<file path="config.mk">
export PLATFORM = sky130hd
export DESIGN_NAME = leaky_bounded_stack
export DESIGN_NICKNAME = d
export VERILOG_FILES = /design/src/design/lbs_pkg.sv /design/src/design/leaky_bounded_stack.sv /design/src/design/lbs_ram.sv
export SDC_FILE = /design/constraint.sdc
export NUM_CORES = 1
export LEC_CHECK = 0
export BUFFER_PORTS_ARGS = -buffer_cell sky130_fd_sc_hd__buf_2
export CAP_MARGIN = 10
export CORE_AREA = 2 2 242 244
export CTS_BUF_LIST = sky130_fd_sc_hd__clkbuf_4
export CTS_CLUSTER_DIAMETER = 100
export CTS_CLUSTER_SIZE = 8
export DETAILED_ROUTE_END_ITERATION = 12
export DIE_AREA = 0 0 244 246
export PLACE_DENSITY = 0.66
export SYNTH_ARGS = -nofsm -noshare
export SYNTH_HDL_FRONTEND = slang
export SYNTH_HIERARCHICAL = 1
export SYNTH_SLANG_ARGS = --single-unit
</file>
<file path="constraint.sdc">
create_clock -name clk -period 12.2 [get_ports clk]
set_input_delay 0.61 -clock clk [delete_from_list [all_inputs] [get_ports clk]]
set_output_delay 0.61 -clock clk [all_outputs]
set_load 0.01 [all_outputs]
</file>
<file path="src/design/lbs_pkg.sv">
// package for the leaky bounded stack
// holds register indexes, reset values and field widths shared by all files
// no dependencies
package lbs_pkg;

    // default number of stack entries
    localparam int LBS_DEPTH = 16;

    // field widths
    localparam int DATA_W     = 32;
    localparam int POS_W      = 4;
    localparam int PERIOD_W   = 16;
    localparam int CAP_W      = 5;
    localparam int CFG_DATA_W = 16;
    localparam int CFG_IDX_W  = 1;

    // configuration register indexes
    localparam logic [CFG_IDX_W-1:0] REG_LEAK_PERIOD = 1'd0;
    localparam logic [CFG_IDX_W-1:0] REG_CAPACITY    = 1'd1;

    // configuration reset values
    localparam logic [PERIOD_W-1:0] LEAK_PERIOD_RST = 16'd4;
    localparam logic [CAP_W-1:0]    CAPACITY_RST    = 5'd16;

endpackage

</file>
<file path="src/design/leaky_bounded_stack.sv">
// Leaky bounded stack: a stack of signed 32-bit elements that loses its
// bottom element every leak_period operations.
//
// Input channel (in_valid / in_stall): one request is a push (mode 1, value)
// or a pop (mode 0). A push on a full stack is dropped, a pop on an empty
// stack does nothing; both still count as an operation.
// Output channel (out_valid / out_stall): after every request the stack is
// listed from top to bottom, one result per element with position and an
// is_last mark, or a single result with is_empty set when nothing is held.
// Configuration: cfg_we writes leak_period (index 0) or capacity (index 1).
//
// Timing: the request is taken in ST_IDLE, ST_FETCH then issues the first read
// of the store, and in ST_SHOW one result leaves per cycle while out_stall is
// low; the single store read port sets the pace. in_stall stays high until
// the last result is taken. When the receiver stalls the current result holds
// and the listing pauses.
// Elements sit in a circular buffer, so a leak only moves the base pointer.
// Reset empties the stack, clears the operation counter and restores
// leak_period to 4 and capacity to 16; no clearing pass is needed.
module leaky_bounded_stack #(
    parameter int DEPTH = lbs_pkg::LBS_DEPTH
) (
    input  logic                          clk,
    input  logic                          rst_n,
    // configuration port
    input  logic                          cfg_we,
    input  logic [lbs_pkg::CFG_IDX_W-1:0] cfg_index,
    input  logic [lbs_pkg::CFG_DATA_W-1:0] cfg_data,
    // request channel
    input  logic                          in_valid,
    output logic                          in_stall,
    input  logic                          mode,
    input  logic signed [lbs_pkg::DATA_W-1:0] value,
    // result channel
    output logic                          out_valid,
    input  logic                          out_stall,
    output logic signed [lbs_pkg::DATA_W-1:0] element,
    output logic [lbs_pkg::POS_W-1:0]     position,
    output logic                          is_last,
    output logic                          is_empty
);
    import lbs_pkg::*;

    localparam int PTR_W = (DEPTH > 1) ? $clog2(DEPTH) : 1;
    localparam int CNT_W = $clog2(DEPTH + 1);
    localparam int SUM_W = CNT_W + 1;
    localparam int CMP_W = (CNT_W > CAP_W) ? CNT_W : CAP_W;
    localparam logic [PTR_W-1:0] LAST_PTR = PTR_W'(DEPTH - 1);

    typedef enum logic [1:0] {
        ST_IDLE,
        ST_FETCH,
        ST_SHOW
    } state_t;

    state_t                state_reg, state_next;
    logic [PERIOD_W-1:0]   leak_period_reg;
    logic [CAP_W-1:0]      capacity_reg;
    logic [CNT_W-1:0]      count_reg, count_next;
    logic [PTR_W-1:0]      base_reg, base_next;
    logic [PERIOD_W-1:0]   ctr_reg, ctr_next;
    logic [PTR_W-1:0]      rd_ptr_reg, rd_ptr_next;
    logic [PTR_W-1:0]      pos_reg, pos_next;
    logic                  empty_reg, empty_next;
    logic                  out_valid_reg, out_valid_next;

    logic                  in_accept;
    logic                  out_accept;
    logic [CMP_W-1:0]      cap_eff;
    logic                  has_room;
    logic [CNT_W-1:0]      cnt_after_op;
    logic [PERIOD_W-1:0]   ctr_inc;
    logic                  leak_hit;
    logic [SUM_W-1:0]      wr_sum;
    logic [SUM_W-1:0]      top_sum;
    logic [PTR_W-1:0]      top_ptr;
    logic [PTR_W-1:0]      rd_ptr_dec;
    logic                  listing_last;
    logic [PTR_W+POS_W-1:0] pos_ext;

    logic                  wr_en;
    logic [PTR_W-1:0]      wr_addr;
    logic                  rd_en;
    logic [PTR_W-1:0]      rd_addr;
    logic [DATA_W-1:0]     rd_data;

    assign in_accept  = in_valid && !in_stall;
    assign out_accept = out_valid_reg && !out_stall;

    // effective capacity, never above the store depth
    assign cap_eff  = (CMP_W'(capacity_reg) > CMP_W'(DEPTH)) ? CMP_W'(DEPTH)
                                                            : CMP_W'(capacity_reg);
    assign has_room = CMP_W'(count_reg) < cap_eff;

    // slot above the current top, wrapped around the buffer
    always_comb
    begin
        wr_sum = SUM_W'(base_reg) + SUM_W'(count_reg);
        if (wr_sum >= SUM_W'(DEPTH))
        begin
            wr_sum = wr_sum - SUM_W'(DEPTH);
        end
    end
    assign wr_addr = wr_sum[PTR_W-1:0];
    assign wr_en   = in_accept && mode && has_room;

    // top slot for the listing, from the updated base and count
    always_comb
    begin
        top_sum = SUM_W'(base_reg) + SUM_W'(count_reg) - SUM_W'(1);
        if (top_sum >= SUM_W'(DEPTH))
        begin
            top_sum = top_sum - SUM_W'(DEPTH);
        end
    end
    assign top_ptr = top_sum[PTR_W-1:0];

    // step down one slot with wrap
    assign rd_ptr_dec = (rd_ptr_reg == '0) ? LAST_PTR : rd_ptr_reg - PTR_W'(1);

    assign listing_last = empty_reg || (CNT_W'(pos_reg) == count_reg - CNT_W'(1));

    // stack update for one request, operation counter and leak
    always_comb
    begin
        cnt_after_op = count_reg;
        if (mode)
        begin
            if (has_room)
            begin
                cnt_after_op = count_reg + CNT_W'(1);
            end
        end
        else if (count_reg != '0)
        begin
            cnt_after_op = count_reg - CNT_W'(1);
        end
        ctr_inc  = ctr_reg + PERIOD_W'(1);
        leak_hit = (ctr_inc == leak_period_reg);
    end

    // sequencer next state
    always_comb
    begin
        state_next     = state_reg;
        count_next     = count_reg;
        base_next      = base_reg;
        ctr_next       = ctr_reg;
        rd_ptr_next    = rd_ptr_reg;
        pos_next       = pos_reg;
        empty_next     = empty_reg;
        out_valid_next = out_valid_reg;
        rd_en          = 1'b0;
        rd_addr        = rd_ptr_reg;

        case (state_reg)
            ST_IDLE:
            begin
                if (in_accept)
                begin
                    count_next = cnt_after_op;
                    ctr_next   = leak_hit ? '0 : ctr_inc;
                    if (leak_hit && cnt_after_op != '0)
                    begin
                        count_next = cnt_after_op - CNT_W'(1);
                        base_next  = (base_reg == LAST_PTR) ? '0 : base_reg + PTR_W'(1);
                    end
                    state_next = ST_FETCH;
                end
            end
            ST_FETCH:
            begin
                // read the top element, or show the empty marker
                rd_addr        = top_ptr;
                rd_en          = (count_reg != '0);
                rd_ptr_next    = top_ptr;
                pos_next       = '0;
                empty_next     = (count_reg == '0);
                out_valid_next = 1'b1;
                state_next     = ST_SHOW;
            end
            ST_SHOW:
            begin
                if (out_accept)
                begin
                    if (listing_last)
                    begin
                        out_valid_next = 1'b0;
                        state_next     = ST_IDLE;
                    end
                    else
                    begin
                        rd_addr     = rd_ptr_dec;
                        rd_en       = 1'b1;
                        rd_ptr_next = rd_ptr_dec;
                        pos_next    = pos_reg + PTR_W'(1);
                    end
                end
            end
            default:
            begin
                state_next     = ST_IDLE;
                out_valid_next = 1'b0;
            end
        endcase
    end

    // sequencer state and registered outputs
    always_ff @(posedge clk or negedge rst_n)
    begin
        if (!rst_n)
        begin
            state_reg     <= ST_IDLE;
            count_reg     <= '0;
            base_reg      <= '0;
            ctr_reg       <= '0;
            out_valid_reg <= 1'b0;
            empty_reg     <= 1'b0;
            pos_reg       <= '0;
            rd_ptr_reg    <= '0;
        end
        else
        begin
            state_reg     <= state_next;
            count_reg     <= count_next;
            base_reg      <= base_next;
            ctr_reg       <= ctr_next;
            out_valid_reg <= out_valid_next;
            empty_reg     <= empty_next;
            pos_reg       <= pos_next;
            rd_ptr_reg    <= rd_ptr_next;
        end
    end

    // configuration registers
    always_ff @(posedge clk or negedge rst_n)
    begin
        if (!rst_n)
        begin
            leak_period_reg <= LEAK_PERIOD_RST;
            capacity_reg    <= CAPACITY_RST;
        end
        else if (cfg_we)
        begin
            case (cfg_index)
                REG_LEAK_PERIOD: leak_period_reg <= cfg_data[PERIOD_W-1:0];
                REG_CAPACITY:    capacity_reg    <= cfg_data[CAP_W-1:0];
                default:         ;
            endcase
        end
    end

    // element store
    lbs_ram #(
        .DEPTH  (DEPTH),
        .ADDR_W (PTR_W)
    ) u_ram (
        .clk     (clk),
        .wr_en   (wr_en),
        .wr_addr (wr_addr),
        .wr_data (value),
        .rd_en   (rd_en),
        .rd_addr (rd_addr),
        .rd_data (rd_data)
    );

    // result outputs
    assign pos_ext   = {{POS_W{1'b0}}, pos_reg};
    assign in_stall  = (state_reg != ST_IDLE);
    assign out_valid = out_valid_reg;
    assign element   = empty_reg ? '0 : rd_data;
    assign position  = empty_reg ? '0 : pos_ext[POS_W-1:0];
    assign is_last   = listing_last;
    assign is_empty  = empty_reg;

endmodule

</file>
<file path="src/design/lbs_ram.sv">
// element store of the leaky bounded stack: one write port, one read port
// read data is registered and holds while no read is issued
// depends on lbs_pkg
module lbs_ram #(
    parameter int DEPTH  = lbs_pkg::LBS_DEPTH,
    parameter int ADDR_W = 4
) (
    input  logic                      clk,
    input  logic                      wr_en,
    input  logic [ADDR_W-1:0]         wr_addr,
    input  logic [lbs_pkg::DATA_W-1:0] wr_data,
    input  logic                      rd_en,
    input  logic [ADDR_W-1:0]         rd_addr,
    output logic [lbs_pkg::DATA_W-1:0] rd_data
);
    import lbs_pkg::*;

    logic [DATA_W-1:0] mem [DEPTH];
    logic [DATA_W-1:0] rd_data_reg;

    // write port
    always_ff @(posedge clk)
    begin
        if (wr_en)
        begin
            mem[wr_addr] <= wr_data;
        end
    end

    // registered read port
    always_ff @(posedge clk)
    begin
        if (rd_en)
        begin
            rd_data_reg <= mem[rd_addr];
        end
    end

    assign rd_data = rd_data_reg;

endmodule
</file>
==> results.txt <==
----------------------------------------------------
[STA]
  Final critical-path share of the clock period ... between 40% and 50%
  Setup TNS ... 0 ps
  Final worst-path setup slack ... roughly 6800 ps
  Fin Clk Skew ... 40.9 ps
  Final number of max-transition violations ... 0
  # setup viols final ... 0
  Unrepaired setup endpoints after global routing ... false
  Transition time at the pin with the least slew margin ... ~1200 ps
  Max-slew headroom at the worst pin ... 21.2%
  Final Hold Vio Count ... 0
  Clock period minus final worst setup slack ... 5420 ps
  Final hold slack ... 123 ps
  Achievable Freq ... ~180 MHz

[Worst setup path]
  Kind of capture point of the worst setup path ... flip-flop
  Largest fanout of any net on the critical path ... between 40 and 50
  CP Launch Type ... flip-flop
  Critical path class ... reg2reg
  Worst endpoint required time ... roughly 13000 ps
  Data arrival time of the worst path ... ~6000 ps

[Clock tree]
  Post-CTS setup buffers ... 0
  CTS tree ... built
  Worst-skew pair later-pin latency ... 850 ps
  H-Tree Depth ... 3
  Num Clock Sinks ... 602
  Clock Tree Root ... sky130_fd_sc_hd__clkbuf_4
  Clock Path Buffers ... 3
  Clock Pin Slew Worst Setup and Hold Paths ... about 100 ps
  Number of buffers created by CTS ... 85

[Power and ir drop]
  NetSw ... between 1.5 and 2 mW
  Combinational fraction of design power ... between 30% and 40%
  Int Pwr ... approximately 3.8 mW
  Leakage power figure ... slightly below 9 nW
  Clk network pwr share ... around a fifth
  Power density relative to cell area ... 208 nW/um^2
  Switch share ... 33.2%
  Maximum VDD drop ... 0.264 mV
  Fraction of power consumed by sequential logic ... 45.1%
  PnR Total Power ... around 5.6 mW

[Drt]
  Via count ... 13100
  Length of routed met3 wiring ... around 3.9 mm
  First DRT Iteration DRCs ... ~1100
  Pre-antenna DRT Iters ... 6
  Wirelength, routed ... around 55 mm
  # DRC ... 0
  Wire length per cell ... 24.1 microns
  Routed length on met1 ... roughly 24 mm
  Highest Signal Layer ... met5
  Average via count per standard cell ... about 5.7
  Met2 Wirelength ... ~26 mm
  Number of nets with antenna violations after detailed routing ... 0

[Place]
  Placed cell area ... around 26000 sq um
  Quantity of I/O buffers inserted on ports ... 94
  Routability-driven placement congestion ratio ... between 0.8 and 0.9
  Placed cells ... ~2100
  Setup slack at placement ... roughly 6700 ps
  Half-perimeter wire length after detailed placement ... ~28 mm

[Global route]
  Number of global-route vias before repair ... 13200
  Total global-route track usage ... 18.6%
  Global route total overflow ... 0
  Wire length of the first global-routing pass ... between 80 and 90 mm
  Maximum number of pins on one net before global-route repair ... 130
  Initial antenna violation count ... 6

[Yosys]
  Summed instance area of the synthesized netlist ... between 20000 and 25000 sq um
  Largest cells by area after synthesis ... sky130_fd_sc_hd__edfxtp_1 (67%), sky130_fd_sc_hd__mux4_2 (12%), sky130_fd_sc_hd__dfrtp_1 (5.7%)
  Number of warnings reported in the yosys synthesis log ... 6
  Register bit total from synthesis ... between 600 and 700
  Number of nets produced by synthesis ... about 1400
  Number of distinct library cells after synthesis ... slightly above 80
  Portion of the post-synthesis area used by sequential elements ... 72.4%
  Async set-reset flop share out of synthesis ... 9.63%
  Number of enable-type register cells in the synthesized netlist ... 544
  Cell type contributing the most total cell area after synthesis ... sky130_fd_sc_hd__edfxtp_1
  Top cell type's share of synthesized area ... between 60 and 70%
  Dominant synthesized flop cell ... sky130_fd_sc_hd__edfxtp_1
  Number of standard cells after synthesis ... between 1000 and 1500
  Post-Syn Area per Cell ... 18.5 sq um

[Floorplan]
  Number of ports placed on the die boundary ... 95
  Effective utilization at floorplan ... a little over two fifths
  Die X ... 244 microns
  Die height ... around 250 microns
  CORE AREA ... between 50000 and 60000 sq um
  Full die area ... 60000 sq um
  Site row count ... between 80 and 90

[Cells and area]
  Fillers ... 4872
  Ratio of cells with drive above 1 in the final layout ... around 29%
  Most frequent cells in the layout ... sky130_fd_sc_hd__edfxtp_1 (544), sky130_fd_sc_hd__mux4_2 (128), sky130_fd_sc_hd__clkbuf_4 (101), sky130_fd_sc_hd__buf_2 (94), sky130_fd_sc_hd__nand2_1 (83)
  Cell Count, Final, Fillers Out ... ~2300
  Fraction of the core area covered by cells at the end of the flow ... about 47%
  Final-stage net count ... around 1600
  Synthesis-to-layout area growth ... 10.2%
  Max reg flops ... roughly 510
  Most common cell after layout, fill and taps aside ... sky130_fd_sc_hd__edfxtp_1
  Post-route standard cell area excluding fillers ... 27100 sq um

[Flow run]
  Maximum capacitance violations ... 0

[Outcome]
  Status ... finished clean

[Worst hold path]
  Type of the most critical hold path ... in2reg

----------------------------------------------------
==> power by group through the flow <==
stage / clock, mW / sequential, mW / combinational, mW
after global placement: 0 / 2.58 / 2.01
final: 1.07 / 2.53 / 2.01
after CTS: 1.12 / 2.54 / 2.05
after floorplan: 0 / 2.51 / 1.52
after global routing: 1.20 / 2.55 / 2.20
after detailed placement: 0 / 2.58 / 2.04
==> cells in the mapped netlist, types with 5 or more instances <==
| cell | number |
|---|---|
| sky130_fd_sc_hd__edfxtp_1 | 544 |
| sky130_fd_sc_hd__mux4_2 | 128 |
| sky130_fd_sc_hd__nand2_1 | 83 |
| sky130_fd_sc_hd__a22oi_1 | 66 |
| sky130_fd_sc_hd__dfrtp_1 | 56 |
| sky130_fd_sc_hd__nor2b_1 | 40 |
| sky130_fd_sc_hd__nor2_1 | 38 |
| sky130_fd_sc_hd__clkbuf_1 | 33 |
| sky130_fd_sc_hd__o21ai_0 | 31 |
| sky130_fd_sc_hd__mux2_2 | 25 |
| sky130_fd_sc_hd__a21oi_1 | 19 |
| sky130_fd_sc_hd__ha_1 | 19 |
| sky130_fd_sc_hd__nor3_1 | 19 |
| sky130_fd_sc_hd__xnor2_1 | 19 |
| sky130_fd_sc_hd__inv_1 | 18 |
| sky130_fd_sc_hd__xor2_1 | 17 |
| sky130_fd_sc_hd__buf_4 | 13 |
| sky130_fd_sc_hd__buf_1 | 12 |
| sky130_fd_sc_hd__nand3_1 | 10 |
| sky130_fd_sc_hd__nand4_1 | 10 |
| sky130_fd_sc_hd__buf_2 | 8 |
| sky130_fd_sc_hd__mux2i_1 | 7 |
| sky130_fd_sc_hd__nand2b_1 | 7 |
| sky130_fd_sc_hd__nor4_1 | 6 |
| sky130_fd_sc_hd__a31oi_1 | 5 |
| sky130_fd_sc_hd__o31ai_1 | 5 |
==> metal layers <==
layer  global-route usage [%]  up-vias
met2                     29.3      449
met4                     5.22        6
met3                     4.14       84
li1                         -     5696
met5                        0        -
met1                     26.1     6858
==> area by class of cell <==
cell class / instances / area [sq um] / area share (%)
sequential: 602 / 17800 / 65.7
clock buffer: 101 / 758 / 2.80
multi-input combinational: 637 / 6490 / 24.0
antenna: 8 / 20.0 / 0.0740
timing repair buffer: 141 / 881 / 3.26
clock inverter: 8 / 95.1 / 0.351
inverter: 18 / 67.6 / 0.250
tap: 765 / 957 / 3.54
==> worst paths after layout <==
path                                           from                     endpoint  slack (ps)  cells past startpoint
hold reg to reg             ctr_reg[15]$_DFFE_PN0P_      ctr_reg[15]$_DFFE_PN0P_         520                      1
hold / removal                            value[20]   u_ram/mem[7][20]$_DFFE_PP_         120                      1
setup reg to reg           count_reg[0]$_DFFE_PN0P_  u_ram/rd_data[11]$_DFFE_PP_        6780                     15
min in group asynchronous                     rst_n      rd_ptr_reg[1]$_DFF_PN0_         470                      3
setup / recovery           count_reg[0]$_DFFE_PN0P_  u_ram/rd_data[11]$_DFFE_PP_        6780                     15
max in group asynchronous                     rst_n         is_empty$_DFFE_PN0P_       11190                      3
==> logic make-up (layout without fill, tap and decap cells) <==
kind of cell | count (synthesis) | in the layout | synth area share (%)
AOI/OAI and AO/OA | 172 | 172 | 4.99
xor gates and xnor gates | 36 | 36 | 1.28
adders and majority gates | 20 | 20 | 1.05
buffers and inverters | 89 | 268 | 1.80
DFF | 602 | 602 | 72.4
muxes | 160 | 160 | 13.2
other | 0 | 8 | 0
and+or+nand+nor | 249 | 249 | 5.26
==> worst max-delay path, stage by stage (launching register included) <==
cell,delay (ps)
sky130_fd_sc_hd__dfrtp_1,600
sky130_fd_sc_hd__inv_1,180
sky130_fd_sc_hd__ha_1,290
sky130_fd_sc_hd__nand2b_1,180
sky130_fd_sc_hd__o211a_1,150
sky130_fd_sc_hd__o32ai_1,300
sky130_fd_sc_hd__a41oi_1,190
sky130_fd_sc_hd__and3b_1,370
sky130_fd_sc_hd__a31oi_1,230
sky130_fd_sc_hd__o22ai_1,110
sky130_fd_sc_hd__a22oi_2,150
sky130_fd_sc_hd__buf_4,560
sky130_fd_sc_hd__buf_4,860
sky130_fd_sc_hd__mux4_2,600
sky130_fd_sc_hd__a22oi_1,230
sky130_fd_sc_hd__nand2_1,90
==> repair_timing <==
item,in CTS,in global routing
gates resized for setup,0,0
endpoints found under the hold margin,78,0
hold buffers,18,0
No activity file was read; power rests on OpenSTA's default activity.
